==> config.mk <==
export PLATFORM = sky130hd
export DESIGN_NAME = utf8_stream_decoder
export DESIGN_NICKNAME = d
export VERILOG_FILES = /design/src/design/usd_pkg.sv /design/src/design/utf8_stream_decoder.sv
export VERILOG_INCLUDE_DIRS = /design/src /design/src/design
export SDC_FILE = /design/constraint.sdc
export NUM_CORES = 1
export LEC_CHECK = 0
export BUFFER_PORTS_ARGS = -buffer_cell sky130_fd_sc_hd__buf_2
export CORE_AREA = 2 2 107 109
export CTS_CLUSTER_DIAMETER = 100
export DETAILED_ROUTE_END_ITERATION = 12
export DIE_AREA = 0 0 109 111
export PLACE_DENSITY = 0.74
export RECOVER_POWER = 50
export REMOVE_ABC_BUFFERS = 1
export SYNTH_ARGS = -nofsm -noshare
export SYNTH_HDL_FRONTEND = slang
export SYNTH_SLANG_ARGS = --single-unit
==> constraint.sdc <==
create_clock -name i_clk -period 5.6 [get_ports i_clk]
set_clock_uncertainty 0.05 [all_clocks]
set_input_delay 0.56 -clock i_clk [delete_from_list [all_inputs] [get_ports i_clk]]
set_output_delay 0.56 -clock i_clk [all_outputs]
set_load 0.02 [all_outputs]
==> src/design/assert_macros.svh <==
// Assertion macros shared by the RTL of the UTF-8 stream decoder.
// No dependencies; define NO_ASSERTIONS to compile them out.
`ifndef ASSERT_MACROS_SVH
`define ASSERT_MACROS_SVH

`ifndef NO_ASSERTIONS

`define ASSERT_IMPLIES(label, clk, rst_n, ante, cons, msg) \
    label: assert property (@(posedge clk) disable iff (!(rst_n)) (ante) |-> (cons)) \
        else $error(msg);

`define ASSERT_NEXT(label, clk, rst_n, ante, cons, msg) \
    label: assert property (@(posedge clk) disable iff (!(rst_n)) (ante) |=> (cons)) \
        else $error(msg);

`else

`define ASSERT_IMPLIES(label, clk, rst_n, ante, cons, msg)
`define ASSERT_NEXT(label, clk, rst_n, ante, cons, msg)

`endif

`endif

==> src/design/usd_pkg.sv <==
// Types, constants and helper functions of the UTF-8 stream decoder.
// No dependencies; used by utf8_stream_decoder.
`default_nettype none

package usd_pkg;

    localparam int CP_W  = 21;
    localparam int LEN_W = 3;
    localparam int QUEUE_DEPTH = 3;

    localparam logic [CP_W-1:0] CP_MIN_3B    = 21'h000800;
    localparam logic [CP_W-1:0] CP_SURR_LO   = 21'h00D800;
    localparam logic [CP_W-1:0] CP_SURR_HI   = 21'h00DFFF;
    localparam logic [CP_W-1:0] CP_MAX       = 21'h10FFFF;

    localparam logic [7:0] CONT_MASK  = 8'hC0;
    localparam logic [7:0] CONT_MATCH = 8'h80;
    localparam logic [7:0] LEAD2_MASK = 8'h1F;
    localparam logic [7:0] LEAD3_MASK = 8'h0F;
    localparam logic [7:0] LEAD4_MASK = 8'h07;
    localparam logic [7:0] CONT_BITS  = 8'h3F;

    localparam logic [LEN_W-1:0] LEN_NONE = 3'd0;
    localparam logic [LEN_W-1:0] LEN_1    = 3'd1;
    localparam logic [LEN_W-1:0] LEN_2    = 3'd2;
    localparam logic [LEN_W-1:0] LEN_3    = 3'd3;
    localparam logic [LEN_W-1:0] LEN_4    = 3'd4;

    typedef enum logic [1:0] {
        KIND_CODE = 2'd0,
        KIND_BAD  = 2'd1,
        KIND_END  = 2'd2
    } t_kind;

    typedef struct packed {
        t_kind           kind;
        logic [CP_W-1:0] cp;
        logic            last;
    } t_result;

    // Sequence length from the top five bits of a lead byte, zero if invalid
    function automatic logic [LEN_W-1:0] lead_length(input logic [7:0] b);
        logic [LEN_W-1:0] len;
        priority if (b[7] == 1'b0)      len = LEN_1;
        else if (b[6] == 1'b0)          len = LEN_NONE;
        else if (b[5] == 1'b0)          len = LEN_2;
        else if (b[4] == 1'b0)          len = LEN_3;
        else if (b[3] == 1'b0)          len = LEN_4;
        else                            len = LEN_NONE;
        return len;
    endfunction

endpackage

`default_nettype wire

==> src/design/utf8_stream_decoder.sv <==
// Each result is registered in the result queue before the master side shows it.
// Throughput: one byte per cycle; a byte with two results (sequence cut by a one-byte
// or invalid lead, end with a partial sequence) yields two output beats, and the
// three-entry result queue stalls the slave side only while two or more results wait.
// Reset (synchronous, active low) empties the queue and drops any pending sequence.
// Depends on usd_pkg and assert_macros.svh.
`default_nettype none
`include "assert_macros.svh"

module utf8_stream_decoder (
    input  wire logic        i_clk,
    input  wire logic        i_rst_n,
    input  wire logic        s_axis_tvalid,
    output logic             s_axis_tready,
    input  wire logic [7:0]  s_axis_tdata,   // [7:0] data_byte
    input  wire logic        s_axis_tlast,   // end_marker
    output logic             m_axis_tvalid,
    input  wire logic        m_axis_tready,
    output logic [23:0]      m_axis_tdata,   // [20:0] code_point, [23:21] zero
    output logic [1:0]       m_axis_tuser,   // [1:0] kind
    output logic             m_axis_tlast    // last
);

    localparam int CW = usd_pkg::CP_W;
    localparam int LW = usd_pkg::LEN_W;

    // decoder state
    logic [LW-1:0]  r_exp, n_exp;
    logic [1:0]     r_seen, n_seen;
    logic [CW-1:0]  r_pv, n_pv;

    // result queue, head at entry 0
    usd_pkg::t_result r_q [usd_pkg::QUEUE_DEPTH];
    usd_pkg::t_result n_q [usd_pkg::QUEUE_DEPTH];
    logic [1:0]       r_cnt, n_cnt;

    logic s_beat, m_beat;

    // results produced by this beat, in order
    usd_pkg::t_result res0, res1, first_r, second_r;
    logic             first_v, second_v;
    logic [1:0]       n_res;

    logic [7:0]     b;
    logic [LW-1:0]  lead_len;
    logic [LW-1:0]  seen_inc;
    logic [CW-1:0]  pv_shift;
    logic           is_cont;
    logic           bad_fin;
    logic [CW-1:0]  lead_bits;

    // terms for the checks at the end
    logic [CW-1:0]  out_cp;
    logic           chk_end, chk_code, chk_nocode, chk_cp_ok, chk_zero;
    logic           chk_end_in, chk_idle;

    assign s_axis_tready = (r_cnt <= 2'd1);
    assign s_beat        = s_axis_tvalid && s_axis_tready;
    assign m_axis_tvalid = (r_cnt != 2'd0);
    assign m_beat        = m_axis_tvalid && m_axis_tready;

    assign m_axis_tdata = {3'b000, r_q[0].cp};
    assign m_axis_tuser = r_q[0].kind;
    assign m_axis_tlast = r_q[0].last;

    assign b        = s_axis_tdata;
    assign lead_len = usd_pkg::lead_length(b);
    assign is_cont  = ((b & usd_pkg::CONT_MASK) == usd_pkg::CONT_MATCH);
    assign seen_inc = {1'b0, r_seen} + 3'd1;
    assign pv_shift = {r_pv[CW-7:0], b[5:0]};

    always_comb begin
        unique case (lead_len)
            usd_pkg::LEN_2: lead_bits = {13'd0, b & usd_pkg::LEAD2_MASK};
            usd_pkg::LEN_3: lead_bits = {13'd0, b & usd_pkg::LEAD3_MASK};
            default:        lead_bits = {13'd0, b & usd_pkg::LEAD4_MASK};
        endcase
    end

    always_comb begin
        bad_fin = 1'b0;
        if (r_exp == usd_pkg::LEN_3) begin
            bad_fin = (pv_shift < usd_pkg::CP_MIN_3B) ||
                      ((pv_shift >= usd_pkg::CP_SURR_LO) && (pv_shift <= usd_pkg::CP_SURR_HI));
        end else if (r_exp == usd_pkg::LEN_4) begin
            bad_fin = (pv_shift > usd_pkg::CP_MAX);
        end
    end

    // decode one beat against the pending sequence
    always_comb begin
        logic take_lead;
        take_lead = 1'b0;
        n_exp     = r_exp;
        n_seen    = r_seen;
        n_pv      = r_pv;
        first_v   = 1'b0;
        first_r   = '{kind: usd_pkg::KIND_BAD, cp: '0, last: 1'b0};
        second_v  = 1'b0;
        second_r  = '{kind: usd_pkg::KIND_BAD, cp: '0, last: 1'b0};

        if (s_axis_tlast) begin
            first_v  = (r_exp != usd_pkg::LEN_NONE);
            second_v = 1'b1;
            second_r.kind = usd_pkg::KIND_END;
            n_exp  = usd_pkg::LEN_NONE;
            n_seen = 2'd0;
            n_pv   = '0;
        end else if (r_exp != usd_pkg::LEN_NONE) begin
            if (is_cont) begin
                if (seen_inc >= r_exp) begin
                    second_v = 1'b1;
                    if (!bad_fin) begin
                        second_r.kind = usd_pkg::KIND_CODE;
                        second_r.cp   = pv_shift;
                    end
                    n_exp  = usd_pkg::LEN_NONE;
                    n_seen = 2'd0;
                    n_pv   = '0;
                end else begin
                    n_seen = seen_inc[1:0];
                    n_pv   = pv_shift;
                end
            end else begin
                // drop the pending sequence and treat the byte as a fresh lead
                first_v   = 1'b1;
                take_lead = 1'b1;
                n_exp     = usd_pkg::LEN_NONE;
                n_seen    = 2'd0;
                n_pv      = '0;
            end
        end else begin
            take_lead = 1'b1;
        end

        if (take_lead) begin
            if (lead_len == usd_pkg::LEN_1) begin
                second_v      = 1'b1;
                second_r.kind = usd_pkg::KIND_CODE;
                second_r.cp   = {13'd0, b};
            end else if (lead_len == usd_pkg::LEN_NONE) begin
                second_v = 1'b1;
            end else begin
                n_exp  = lead_len;
                n_seen = 2'd1;
                n_pv   = lead_bits;
            end
        end
    end

    // compact the results and mark the final one
    always_comb begin
        res1 = second_r;
        if (first_v) begin
            res0 = first_r;
            res1.last = 1'b1;
            res0.last = !second_v;
        end else begin
            res0 = second_r;
            res0.last = 1'b1;
        end
        n_res = {1'b0, first_v} + {1'b0, second_v};
    end

    // queue update: pop the head, then append this beat's results
    always_comb begin
        logic [1:0] cnt_pop;
        logic [1:0] idx;
        cnt_pop = r_cnt - {1'b0, m_beat};
        idx     = cnt_pop;
        n_q[0]  = m_beat ? r_q[1] : r_q[0];
        n_q[1]  = m_beat ? r_q[2] : r_q[1];
        n_q[2]  = r_q[2];
        n_cnt   = cnt_pop;
        if (s_beat) begin
            n_cnt = cnt_pop + n_res;
            if (n_res != 2'd0) begin
                idx = cnt_pop;
                unique case (idx)
                    2'd0:    n_q[0] = res0;
                    2'd1:    n_q[1] = res0;
                    default: n_q[2] = res0;
                endcase
            end
            if (n_res == 2'd2) begin
                idx = cnt_pop + 2'd1;
                unique case (idx)
                    2'd0:    n_q[0] = res1;
                    2'd1:    n_q[1] = res1;
                    default: n_q[2] = res1;
                endcase
            end
        end
    end

    always_ff @(posedge i_clk) begin
        if (!i_rst_n) begin
            r_exp  <= usd_pkg::LEN_NONE;
            r_seen <= 2'd0;
            r_pv   <= '0;
            r_cnt  <= 2'd0;
        end else begin
            r_cnt <= n_cnt;
            if (s_beat) begin
                r_exp  <= n_exp;
                r_seen <= n_seen;
                r_pv   <= n_pv;
            end
        end
    end

    always_ff @(posedge i_clk) begin
        r_q <= n_q;
    end

    assign out_cp     = m_axis_tdata[CW-1:0];
    assign chk_end    = m_axis_tvalid && (m_axis_tuser == usd_pkg::KIND_END);
    assign chk_code   = m_axis_tvalid && (m_axis_tuser == usd_pkg::KIND_CODE);
    assign chk_nocode = m_axis_tvalid && (m_axis_tuser != usd_pkg::KIND_CODE);
    assign chk_cp_ok  = (out_cp <= usd_pkg::CP_MAX) &&
                        ((out_cp < usd_pkg::CP_SURR_LO) || (out_cp > usd_pkg::CP_SURR_HI));
    assign chk_zero   = (m_axis_tdata == 24'd0);
    assign chk_end_in = s_beat && s_axis_tlast;
    assign chk_idle   = (r_exp == usd_pkg::LEN_NONE);

    `ASSERT_IMPLIES(a_end_is_last, i_clk, i_rst_n, chk_end, m_axis_tlast, "end not last")
    `ASSERT_IMPLIES(a_code_valid, i_clk, i_rst_n, chk_code, chk_cp_ok, "code point out of range")
    `ASSERT_IMPLIES(a_noncode_zero, i_clk, i_rst_n, chk_nocode, chk_zero, "data on non-code")
    `ASSERT_NEXT(a_end_clears, i_clk, i_rst_n, chk_end_in, chk_idle, "pending after end beat")

endmodule

`default_nettype wire
==> results of run 1 <==
==> state kept, by name (all words and copies together) (netlist names) <==
register and flops:
r_q 48, out_cp 21, r_pv 15, r_exp 3, m_axis_tuser 2, r_cnt 2, r_seen 2, m_axis_tlast 1
==> worst max-delay path, stage by stage (launching register included) <==
cell	delay (ns)
dfxtp_1	0.35
ha_1	0.33
ha_1	0.28
nand2_1	0.05
o21ai_0	0.49
nor4_1	0.15
nor2_1	0.22
inv_1	0.09
ha_1	0.22
nor3_1	0.45
o21ai_0	0.23
a21oi_1	0.65
inv_1	0.13
o31ai_1	0.22
==> Yosys cell counts, types with 2 or more instances <==
| library cell | n |
|---|---|
| mux2i_1 | 34 |
| a22oi_1 | 12 |
| edfxtp_1 | 24 |
| inv_1 | 14 |
| a21oi_1 | 25 |
| nor2b_1 | 18 |
| o221ai_1 | 2 |
| dfxtp_1 | 70 |
| a31oi_1 | 2 |
| o21ai_1 | 7 |
| ha_1 | 13 |
| nand2_1 | 87 |
| o21ai_0 | 32 |
| o22ai_1 | 9 |
| a21boi_0 | 8 |
| or3_1 | 2 |
| a211oi_2 | 3 |
| nor4_1 | 2 |
| o32ai_1 | 2 |
| nand3_1 | 4 |
| xor2_1 | 2 |
| nor2_1 | 8 |
| buf_2 | 7 |
| nand2b_1 | 7 |
| and2_1 | 17 |
| nor3_1 | 3 |
| o22ai_2 | 21 |
| o31ai_1 | 2 |
| clkbuf_1 | 17 |
| a211oi_1 | 15 |
| buf_4 | 27 |
| buf_6 | 2 |
| and3_1 | 2 |
| o211ai_1 | 3 |
==> logic make-up (layout without fill, tap and decap cells) <==
logic type / count (synthesis) / count (layout) / share of synthesized area (%)
fa+ha+maj: 13 / 13 / 3.28
buf+inv: 68 / 74 / 7.99
xor+xnor: 3 / 3 / 0.529
simple gates: 161 / 161 / 16.2
mux: 34 / 34 / 6.86
other cells: 1 / 3 / 0.0756
compound gates: 151 / 151 / 22.3
flops: 94 / 94 / 42.8
==> stage by stage <==
stage,hold slack (ns),worst slack [ns]
detailed placement,0.443,1.82
finish,0.447,1.51
CTS,0.445,1.75
floorplan,0.413,0.494
global placement,0.435,1.95
global route,0.463,1.09
==> per-layer routing <==
layer | vias up | part of all wire, % | routed length [um]
met5 | - | 0 | 0
met4 | 0 | 2.7 | 297
met3 | 28 | 6.4 | 707
met2 | 146 | 47 | 5220
met1 | 1802 | 43 | 4790
li1 | 1868 | - | -
==> worst max-delay path by stage <==
stage / to / slack (ns) / cells past startpoint
6_report: r_q[6]$_DFFE_PP_ / 1.51 / 13
5_1_grt: r_pv[11]$_SDFFE_PN0P_ / 1.09 / 6
4_1_cts: r_q[6]$_DFFE_PP_ / 1.75 / 13
3_5_place_dp: m_axis_tuser[0]$_DFF_P_ / 1.82 / 14
3_3_place_gp: out_cp[16]$_DFF_P_ / 1.95 / 14
2_1_floorplan: out_cp[10]$_DFF_P_ / 0.49 / 11
==> cell type report <==
cell class              instances  area (um^2)
clock inverters                 3         22.5
clock buffers                  13          293
multi-input cells             365         2460
flip-flops and latches         94         2120
well taps                     143          179
inverters                      14         52.6
repair buffers                 44          199
fillers                      1033         5750
==> power by group through the flow <==
stage	logic, uW	registers [uW]	clock network (uW)
2_1_floorplan	862	1180	0
3_3_place_gp	1250	1120	0
3_5_place_dp	1290	1130	0
4_1_cts	1310	1120	638
5_1_grt	1430	1150	665
6_report	1290	1120	628
==> metrics.md, run 1 <==
| Metric | Value |
|---|---|
| Die width | 109 um |
| GRT Total Usage | 19.2% |
| Overall power | 3040 uW |
| Antenna violations before repair | 0 |
| Status | complete, but fails checks |
| Top-area cell type share of the netlist area | 28.2% |
| Longest Clk Path Bufs | 2 |
| Post-route ant nets | 0 |
| CTS H-tree depth | 3 |
| DR WL/cell | 16.3 um |
| Commonest non-fill, non-tap cell in the layout | nand2_1 |
| Origin of the critical flop-to-flop path | r_seen[0]$_SDFFE_PN0P_ |
| Initial DRT Pass Iterations | 5 |
| Initial core utilization | 44.8% |
| YS warnings | 0 |
| Area after DPL | 5050 um^2 |
| Largest net degree at the start of global routing | 48 |
| TritonCTS clock tree | done |
| Final hold vios | 0 |
| Area leader, netlist | dfxtp_1 |
| Async SR Flop Fraction | 0% |
| Final WL | 11,000 um |
| Clock power frac | 20.7% |
| Required @ worst endpoint | 5.72 ns |
| Final setup violation count | 0 |
| Post-Syn Area per Cell | 9.45 um^2 |
| DR iter-0 viols | 279 |
| Synth Instances | 525 |
| Post-synth top flop | dfxtp_1 |
| Layout area overhead | 7.36% |
| Total CTS buffers | 9 |
| Net Sw Frac | 39.1% |
| Reg clk slew, reported paths | 0.07 ns |
| Ranking of synthesized cells by area | dfxtp_1, edfxtp_1, mux2i_1, nand2_1, o22ai_2 |
| Setup Buffers After CTS | 0 |
| Ant diodes | 0 |
| Internal power | 1850 uW |
| Hold Path Sink | r_pv[0]$_SDFFE_PN0P_ |
| M2 GR Usage | 30.0% |
| LEAKAGE | 0.00187 uW |
| Fraction of layout cells with a size suffix above 1 | 13.1% |
| Worst hold start | s_axis_tdata[0] |
| Final Core Density | 48.1% |
| Fin crit share | 73.1% |
| Core Footprint | 11,100 um^2 |
| Number of synthesized register bits | 94 |
| Die Span Y | 111 um |
| Io pins | 42 |
| # resized after CTS | 0 |
| Die area | 12,100 um^2 |
| Most frequent cells in the layout | nand2_1, dfxtp_1, mux2i_1, o21ai_0, clkbuf_1 |
| Crit path time final | 4.09 ns |
| Cell area after synthesis | 4960 um^2 |
| Worst setup SP type | register |
| Post-synth EDFFs | 24 |
| Hold path cells | 3 |
| Final Instance Count excl. Fillers | 676 |
| Yosys cell types | 56 |
| Cell count after placement | 660 |
| RSZ-0062 raised after global routing | no |
| NumNets Final | 554 |
| Total gr overflow | 0 |
| Routed via count | 3,844 |
| Slew @ Worst Pin | 2.07 ns |
| Max frequency | 244 MHz |
| Worst Path Arrival | 4.21 ns |
| Worst Setup End Kind | register |
| Post-DP HPWL | 7270 um |
| Final setup TNS | 0 ns |
| Hold Path Class | input port to register |
| Reg2Reg Setup Slack | 1.51 ns |
| Clock Sinks | 94 |
| Gr busiest metal | met2 |
| Failing checks | max-capacitance violations, max-slew violations |
| Comb power frac | 42.4% |
| Clk root buf | clkbuf_16 |
| Worst setup startpoint | r_seen[0]$_SDFFE_PN0P_ |
| Vias per std cell | 5.69 |
| Final Cell Area | 5330 um^2 |
| I/O Buffers | 38 |
| Row count | 39 |
| Slew Limit Fails | 37 |
| Crit Path Max Fanout | 6 |
| Remaining DRCs | 0 |
| Met1 Use GR | 25.3% |
| Placer Congestion | 0.878 |
| Clock Latency Late Sink | 0.35 ns |
| Hold-fix buffers, CTS | 0 |
| GRT met3 Usage | 3.94% |
| Number of global-route vias before repair | 3,786 |
| Max VDD drop | 374 uV |
| Crit Path Class | register to register |
| Max Cap Viol | 1 |
| Psw | 1190 uW |
| Sequential area share after synthesis | 42.8% |
| Reg power frac | 36.9% |
| PD cells | 570 nW/um^2 |
| First-pass GRT wire length | 18,500 um |
| R2R depth | 13 |
| RR Endpoint | r_q[6]$_DFFE_PP_ |
| Headroom to the max-slew limit | -37.9% |
No activity file was read; power rests on OpenSTA's default activity.
==> run 2, diff against run 1 <==
--- a/config.mk
+++ b/config.mk
@@ -6,11 +6,12 @@
 export SDC_FILE = /design/constraint.sdc
 export NUM_CORES = 1
 export LEC_CHECK = 0
+export ABC_AREA = 1
 export BUFFER_PORTS_ARGS = -buffer_cell sky130_fd_sc_hd__buf_2
-export CORE_AREA = 2 2 107 109
+export CORE_AREA = 2 2 122 124
 export CTS_CLUSTER_DIAMETER = 100
 export DETAILED_ROUTE_END_ITERATION = 12
-export DIE_AREA = 0 0 109 111
+export DIE_AREA = 0 0 124 126
 export PLACE_DENSITY = 0.74
 export RECOVER_POWER = 50
 export REMOVE_ABC_BUFFERS = 1
==> constraint.sdc (replaced) <==
create_clock -name i_clk -period 4.1 [get_ports i_clk]
set_clock_uncertainty 0.05 [all_clocks]
set_input_delay 0.41 -clock i_clk [delete_from_list [all_inputs] [get_ports i_clk]]
set_output_delay 0.41 -clock i_clk [all_outputs]
set_load 0.02 [all_outputs]
==> metrics.md, run 2 <==
| Metric | Value |
|---|---|
| Status | complete, but fails checks (unchanged) |
| Failing checks | max-capacitance violations, max-slew violations (unchanged) |
| Crit Path Max Fanout | 14 (was 6) |
| Met1 Use GR | 30.9% (was 25.3%) |
| Worst hold start | i_rst_n (was s_axis_tdata[0]) |
| YS warnings | 0 (unchanged) |
| Clock Sinks | 94 (unchanged) |
| Fin crit share | 90.4% (was 73.1%) |
| Commonest non-fill, non-tap cell in the layout | nand2_1 (unchanged) |
| Post-synthesis adder-cell area fraction | 2.51% (was 3.28%) |
| Clock Latency Late Sink | 0.37 ns (was 0.35 ns) |
| Clk root buf | clkbuf_16 (unchanged) |
| Post-synth top flop | dfxtp_1 (unchanged) |
| Final setup violation count | 0 (unchanged) |
| Overall power | 5220 uW (was 3040 uW) |
| Final hold vios | 0 (unchanged) |
| LEAKAGE | 0.00322 uW (was 0.00187 uW) |
| DR WL/cell | 13.7 um (was 16.3 um) |
| M2 GR Usage | 33.3% (was 30.0%) |
| Post-synthesis mux area share | 0% (was 6.86%) |
| Longest Clk Path Bufs | 2 (unchanged) |
| Slowest cell on the critical path | inv_1 (was a21oi_1) |
| Synth Instances | 1,023 (was 525) |
| Area after DPL | 6600 um^2 (was 5050 um^2) |
| Post-synth top cells | nand2_1, inv_1, o21ai_0 (was nand2_1, dfxtp_1, mux2i_1) |
| Number of synthesized register bits | 94 (unchanged) |
| Max VDD drop | 557 uV (was 374 uV) |
| Max Cap Viol | 2 (was 1) |
| DR iter-0 viols | 612 (was 279) |
| GRT met3 Usage | 3.40% (was 3.94%) |
| Vias per std cell | 5.19 (was 5.69) |
| NumNets Final | 1,031 (was 554) |
| Yosys cell types | 37 (was 56) |
| Top flop regs | r_q (48), out_cp (21), r_pv (15) (unchanged) |
| Remaining DRCs | 0 (unchanged) |
| Hold Path Class | input port to register (unchanged) |
| Final Core Density | 47.5% (was 48.1%) |
| Hold-fix buffers, CTS | 0 (unchanged) |
| PD cells | 767 nW/um^2 (was 570 nW/um^2) |
| RSZ-0062 raised after global routing | no (unchanged) |
| Die area | 15,600 um^2 (was 12,100 um^2) |
| Headroom to the max-slew limit | -2.35% (was -37.9%) |
| Most frequent cells in the layout | nand2_1, inv_1, o21ai_0, nor2_1, nand3_1 (was nand2_1, dfxtp_1, mux2i_1, o21ai_0, clkbuf_1) |
| Die Span Y | 126 um (was 111 um) |
| Async SR Flop Fraction | 0% (unchanged) |
| Slew Limit Fails | 52 (was 37) |
| Reg clk slew, reported paths | 0.07 ns (about the same) |
| Largest register by flop count | r_q (unchanged) |
| I/O Buffers | 38 (unchanged) |
| Largest register FFs | 48 (unchanged) |
| Initial core utilization | 45.2% (was 44.8%) |
| Core Footprint | 14,300 um^2 (was 11,100 um^2) |
| Final Cell Area | 6800 um^2 (was 5330 um^2) |
| Fraction of layout cells with a size suffix above 1 | 6.73% (was 13.1%) |
| Worst setup startpoint | r_seen[0]$_SDFFE_PN0P_ (unchanged) |
| Crit Path Class | register to register (unchanged) |
| Ranking of synthesized cells by area | dfxtp_1, nand2_1, edfxtp_1, inv_1, o21ai_0 (was dfxtp_1, edfxtp_1, mux2i_1, nand2_1, o22ai_2) |
| Post-Synth Simple-Gate Area | 31.2% (was 16.2%) |
| Post-route ant nets | 0 (unchanged) |
| Cell area after synthesis | 6470 um^2 (was 4960 um^2) |
| Io pins | 42 (unchanged) |
| Initial DRT Pass Iterations | 7 (was 5) |
| Layout area overhead | 5.04% (was 7.36%) |
| # resized after CTS | 0 (unchanged) |
| Hold path cells | 3 (unchanged) |
| Area leader, netlist | dfxtp_1 (unchanged) |
| Slew @ Worst Pin | 1.54 ns (was 2.07 ns) |
| Gr busiest metal | met2 (unchanged) |
| Worst Setup End Kind | register (unchanged) |
| Final WL | 16,400 um (was 11,000 um) |
| Row count | 44 (was 39) |
| Sequential area share after synthesis | 32.8% (was 42.8%) |
| Total CTS buffers | 9 (unchanged) |
| Post-synth EDFFs | 24 (unchanged) |
| Antenna violations before repair | 0 (unchanged) |
| Max frequency | 270 MHz (was 244 MHz) |
| Hold WS | 0.272 ns (was 0.447 ns) |
| TritonCTS clock tree | done (unchanged) |
| Synth Area in Compound Gates | 16.4% (was 22.3%) |
| CP Cell Sequence | ha_1, ha_1, nand3_1, nand3_1, inv_1, nand3_1, nand2_1, inv_1, ha_1, nand2_1, inv_1, nor2_1, inv_1, buf_4, o21ai_0, inv_1, o21ai_0, o21ai_0, inv_1 (was ha_1, ha_1, nand2_1, o21ai_0, nor4_1, nor2_1, inv_1, ha_1, nor3_1, o21ai_0, a21oi_1, inv_1, o31ai_1) |
| Required @ worst endpoint | 4.32 ns (was 5.72 ns) |
| Crit path largest cell delay | 0.42 ns (was 0.65 ns) |
| Placer Congestion | 0.869 (was 0.878) |
| Crit path time final | 3.71 ns (was 4.09 ns) |
| Synth Area in XOR/XNOR | 0.135% (was 0.529%) |
| Top-area cell type share of the netlist area | 21.6% (was 28.2%) |
| R2R depth | 19 (was 13) |
| CTS H-tree depth | 3 (unchanged) |
| Top-count cell post-synth | nand2_1 (unchanged) |
| Ant diodes | 0 (unchanged) |
| Origin of the critical flop-to-flop path | r_seen[0]$_SDFFE_PN0P_ (unchanged) |
| Worst setup SP type | register (unchanged) |
| Routed via count | 6,199 (was 3,844) |
| Crit path top cell by count | inv_1 (was ha_1) |
| Number of global-route vias before repair | 5,476 (was 3,786) |
| First-pass GRT wire length | 27,300 um (was 18,500 um) |
| Die width | 124 um (was 109 um) |
| Largest family of logic cells by synthesized area | simple AND/OR/NAND/NOR gates (was compound AO/OA/AOI/OAI gates) |
| Post-Syn Area per Cell | 6.33 um^2 (was 9.45 um^2) |
| GRT Total Usage | 21.8% (was 19.2%) |
| Worst Path Arrival | 3.92 ns (was 4.21 ns) |
| Largest net degree at the start of global routing | 71 (was 48) |
| Post-DP HPWL | 10,600 um (was 7270 um) |
| Setup Buffers After CTS | 0 (unchanged) |
| Total gr overflow | 0 (unchanged) |
==> run 2: cell families (layout without fill, tap and decap cells) <==
logic type	Yosys count	in the layout
flip-flops	94	94
other	1	3
XOR/XNOR	1	1
adder cells (fa/ha/maj)	13	13
AND/OR/NAND/NOR	458	458
AO/OA/AOI/OAI	200	200
buffers and inverters	256	241
==> run 2: area by class of cell <==
cell class                 instances  area, um^2
sequential                        94        2120
clock buffer                      10         229
tap                              184         230
multi-input combinational        675        3260
timing repair buffer              54         283
fill                            1498        7510
clock inverter                     6        38.8
inverter                         171         642
==> run 2: layer usage <==
| layer | share of wire, % | up-vias |
|---|---|---|
| met1 | 45 | 2772 |
| li1 | - | 3190 |
| met5 | 0 | - |
| met3 | 7.2 | 20 |
| met4 | 2.0 | 0 |
| met2 | 46 | 217 |
==> run 2: worst paths after layout <==
check                           endpoint  slack, ns
setup reg to reg       out_cp[8]$_DFF_P_       0.39
hold / removal      r_pv[4]$_SDFFE_PN0P_       0.27
hold reg to reg   r_seen[1]$_SDFFE_PN0P_       0.42
setup / recovery       out_cp[8]$_DFF_P_       0.39
==> run 2: power breakdown <==
group | switching [uW] | leakage (uW) | internal, uW
Sequential | 171 | 0.000820 | 1440
Clock | 383 | 0.000120 | 408
Combinational | 1890 | 0.00228 | 917
==> run 2: through the flow <==
stage | setup WS (ns) | setup TNS, ns | std cells
finish | 0.392 | 0 | 1194
global route | 0.0423 | 0 | 1194
floorplan | -0.357 | -14.47 | 940
CTS | 0.427 | 0 | 1194
detailed placement | 0.435 | 0 | 1178
global placement | 0.572 | 0 | 1178
==> run 2: critical path: cells and delay by family (launching register included) <==
family | cells | cell delay, ns
AND/OR/NAND/NOR | 6 | 0.68
flip-flops | 1 | 0.34
adder cells (fa/ha/maj) | 3 | 0.87
buffers and inverters | 7 | 1.35
AO/OA/AOI/OAI | 3 | 0.32
==> run 3, diff against run 2 <==
--- a/config.mk
+++ b/config.mk
@@ -8,11 +8,11 @@
 export LEC_CHECK = 0
 export ABC_AREA = 1
 export BUFFER_PORTS_ARGS = -buffer_cell sky130_fd_sc_hd__buf_2
-export CORE_AREA = 2 2 122 124
+export CORE_AREA = 2 2 123 125
 export CTS_CLUSTER_DIAMETER = 100
 export DETAILED_ROUTE_END_ITERATION = 12
-export DIE_AREA = 0 0 124 126
-export PLACE_DENSITY = 0.74
+export DIE_AREA = 0 0 125 127
+export PLACE_DENSITY = 0.73
 export RECOVER_POWER = 50
 export REMOVE_ABC_BUFFERS = 1
 export SYNTH_ARGS = -nofsm -noshare
==> metrics.md, run 3 (synthesis results as in run 2) <==
| Metric | Value |
|---|---|
| I/O Buffers | 38 (unchanged) |
| Slowest cell on the critical path | inv_1 (unchanged) |
| Initial DRT Pass Iterations | 5 (was 7) |
| Initial core utilization | 44.9% (was 45.2%) |
| Max frequency | 274 MHz (was 270 MHz) |
| Placer Congestion | 0.845 (was 0.869) |
| Post-route ant nets | 0 (unchanged) |
| Area after DPL | 6570 um^2 (was 6600 um^2) |
| Slew @ Worst Pin | 1.39 ns (was 1.54 ns) |
| Crit path top cell by count | inv_1 (unchanged) |
| Row count | 44 (unchanged) |
| Hold-fix buffers, CTS | 0 (unchanged) |
| # resized after CTS | 0 (unchanged) |
| Fillcell total | 1,508 (was 1,498) |
| TritonCTS clock tree | done (unchanged) |
| Largest register FFs | 48 (unchanged) |
| Hold Path Class | input port to register (unchanged) |
| Required @ worst endpoint | 4.30 ns (was 4.32 ns) |
| Setup Buffers After CTS | 0 (unchanged) |
| Top flop regs | r_q (48), out_cp (21), r_pv (15) (unchanged) |
| Final setup violation count | 0 (unchanged) |
| Worst Path Arrival | 3.85 ns (was 3.92 ns) |
| Final Cell Area | 6870 um^2 (was 6800 um^2) |
| Reg clk slew, reported paths | 0.07 ns (about the same) |
| Worst setup SP type | register (unchanged) |
| Commonest non-fill, non-tap cell in the layout | nand2_1 (unchanged) |
| Crit Path Class | register to register (unchanged) |
| Slew Limit Fails | 0 (was 52) |
| Largest net degree at the start of global routing | 71 (unchanged) |
| Crit path largest cell delay | 0.59 ns (was 0.42 ns) |
| Final worst slack | 0.452 ns (was 0.392 ns) |
| Antenna violations before repair | 0 (unchanged) |
| RSZ-0062 raised after global routing | no (unchanged) |
| DR WL/cell | 13.8 um (was 13.7 um) |
| GRT Total Usage | 21.2% (was 21.8%) |
| PD cells | 776 nW/um^2 (was 767 nW/um^2) |
| CTS H-tree depth | 3 (unchanged) |
| Die width | 125 um (was 124 um) |
| Die area | 15,900 um^2 (was 15,600 um^2) |
| Max Cap Viol | 0 (was 2) |
| Ant diodes | 0 (unchanged) |
| Final Core Density | 47.7% (was 47.5%) |
| Layout area overhead | 6.16% (was 5.04%) |
| Dpl ws | 0.476 ns (was 0.435 ns) |
| Total CTS buffers | 9 (unchanged) |
| Routed via count | 6,196 (was 6,199) |
| First-pass GRT wire length | 27,700 um (was 27,300 um) |
| Clk root buf | clkbuf_16 (unchanged) |
| Fin crit share | 89.0% (was 90.4%) |
| Clock Sinks | 94 (unchanged) |
| Headroom to the max-slew limit | 6.43% (was -2.35%) |
| Worst Setup End Kind | register (unchanged) |
| Total gr overflow | 0 (unchanged) |
| Remaining DRCs | 0 (unchanged) |
| Post-DP HPWL | 10,600 um (about the same) |
| Final hold vios | 0 (unchanged) |
| Max VDD drop | 471 uV (was 557 uV) |
| DR iter-0 viols | 697 (was 612) |
| Status | complete, no violations (was complete, but fails checks) |
| Fraction of layout cells with a size suffix above 1 | 7.24% (was 6.73%) |
| Hold WS | 0.275 ns (was 0.272 ns) |
| NumNets Final | 1,029 (was 1,031) |
| Most frequent cells in the layout | nand2_1, inv_1, o21ai_0, nor2_1, nand3_1 (unchanged) |
| CP delay by family, top | buffers and inverters (unchanged) |
| Crit path time final | 3.65 ns (was 3.71 ns) |
| LEAKAGE | 0.00327 uW (was 0.00322 uW) |
| Crit Path Max Fanout | 23 (was 14) |
| Vias per std cell | 5.20 (was 5.19) |
| Largest register by flop count | r_q (unchanged) |
| Crit path buffers/inverters | 6 (was 7) |
| Number of global-route vias before repair | 5,553 (was 5,476) |
| Final WL | 16,500 um (was 16,400 um) |
| Die Span Y | 127 um (was 126 um) |
| Clock Latency Late Sink | 0.35 ns (was 0.37 ns) |
| CP Cell Sequence | ha_1, ha_1, nand3_1, nand3_1, inv_1, nand3_1, nand2_1, inv_1, ha_1, nand2_1, inv_1, nor2_1, inv_1, o21ai_0, inv_1, o21ai_0, o21ai_0, inv_1 (was ha_1, ha_1, nand3_1, nand3_1, inv_1, nand3_1, nand2_1, inv_1, ha_1, nand2_1, inv_1, nor2_1, inv_1, buf_4, o21ai_0, inv_1, o21ai_0, o21ai_0, inv_1) |
| Longest Clk Path Bufs | 2 (unchanged) |
| Io pins | 42 (unchanged) |
| Core Footprint | 14,400 um^2 (was 14,300 um^2) |
==> run 3: changes by cell type in the layout (fill, tap and decap cells not counted) <==
cell        before  now
nor2_1         112  111
clkbuf_8         0    2
clkbuf_16        9   12
clkinv_4         1    0
nor2_2           0    1
inv_4            0    1
a21oi_2          0    1
clkinvlp_4       3    1
clkinv_1         3    1
a21oi_1         50   49
clkbuf_1        29   26
==> run 3: path summary, 6_finish.rpt <==
kind                           from                endpoint  slack [ns]  cells past startpoint
max          r_seen[0]$_SDFFE_PN0P_       out_cp[8]$_DFF_P_        0.45                     18
max reg2reg  r_seen[0]$_SDFFE_PN0P_       out_cp[8]$_DFF_P_        0.45                     18
min                         i_rst_n    r_pv[4]$_SDFFE_PN0P_        0.27                      3
min reg2reg  r_seen[1]$_SDFFE_PN0P_  r_seen[1]$_SDFFE_PN0P_        0.42                      2
==> run 3: layout make-up <==
| type | instances | area (um^2) | area share (%) |
|---|---|---|---|
| Inverter | 171 | 642 | 9.34 |
| Sequential cell | 94 | 2120 | 30.9 |
| Tap cell | 184 | 230 | 3.35 |
| Clock buffer | 14 | 328 | 4.77 |
| Timing Repair Buffer | 52 | 275 | 4.00 |
| Multi-Input combinational cell | 675 | 3260 | 47.5 |
| Clock inverter | 2 | 13.8 | 0.200 |
==> run 3: power by group <==
part           leakage, uW  switching [uW]  internal, uW
Combinational      0.00228            1890           885
Clock             0.000167             383           557
Sequential        0.000820             179          1440
Total              0.00327            2450          2890
==> run 3: layer usage <==
| layer | up-vias | share of wire (%) | global-route usage (%) |
|---|---|---|---|
| li1 | 3184 | - | - |
| met1 | 2772 | 47 | 30.1 |
| met2 | 213 | 45 | 32.8 |
| met3 | 27 | 6.3 | 2.68 |
| met4 | 0 | 2.2 | 8.50 |
| met5 | - | 0 | 0 |
==> run 3: tightest hold or removal path, delay by kind of cell <==
family | cells | cell delay, ns
buffers and inverters | 2 | 0.17
and+or+nand+nor | 1 | 0.06
==> run 3: metrics by stage <==
stage               total power, uW  setup TNS (ns)  cells
floorplan                      3580          -14.47    940
global placement               4370               0   1176
detailed placement             4430               0   1176
CTS                            5390               0   1192
global route                   5840               0   1192
finish                         5340               0   1192
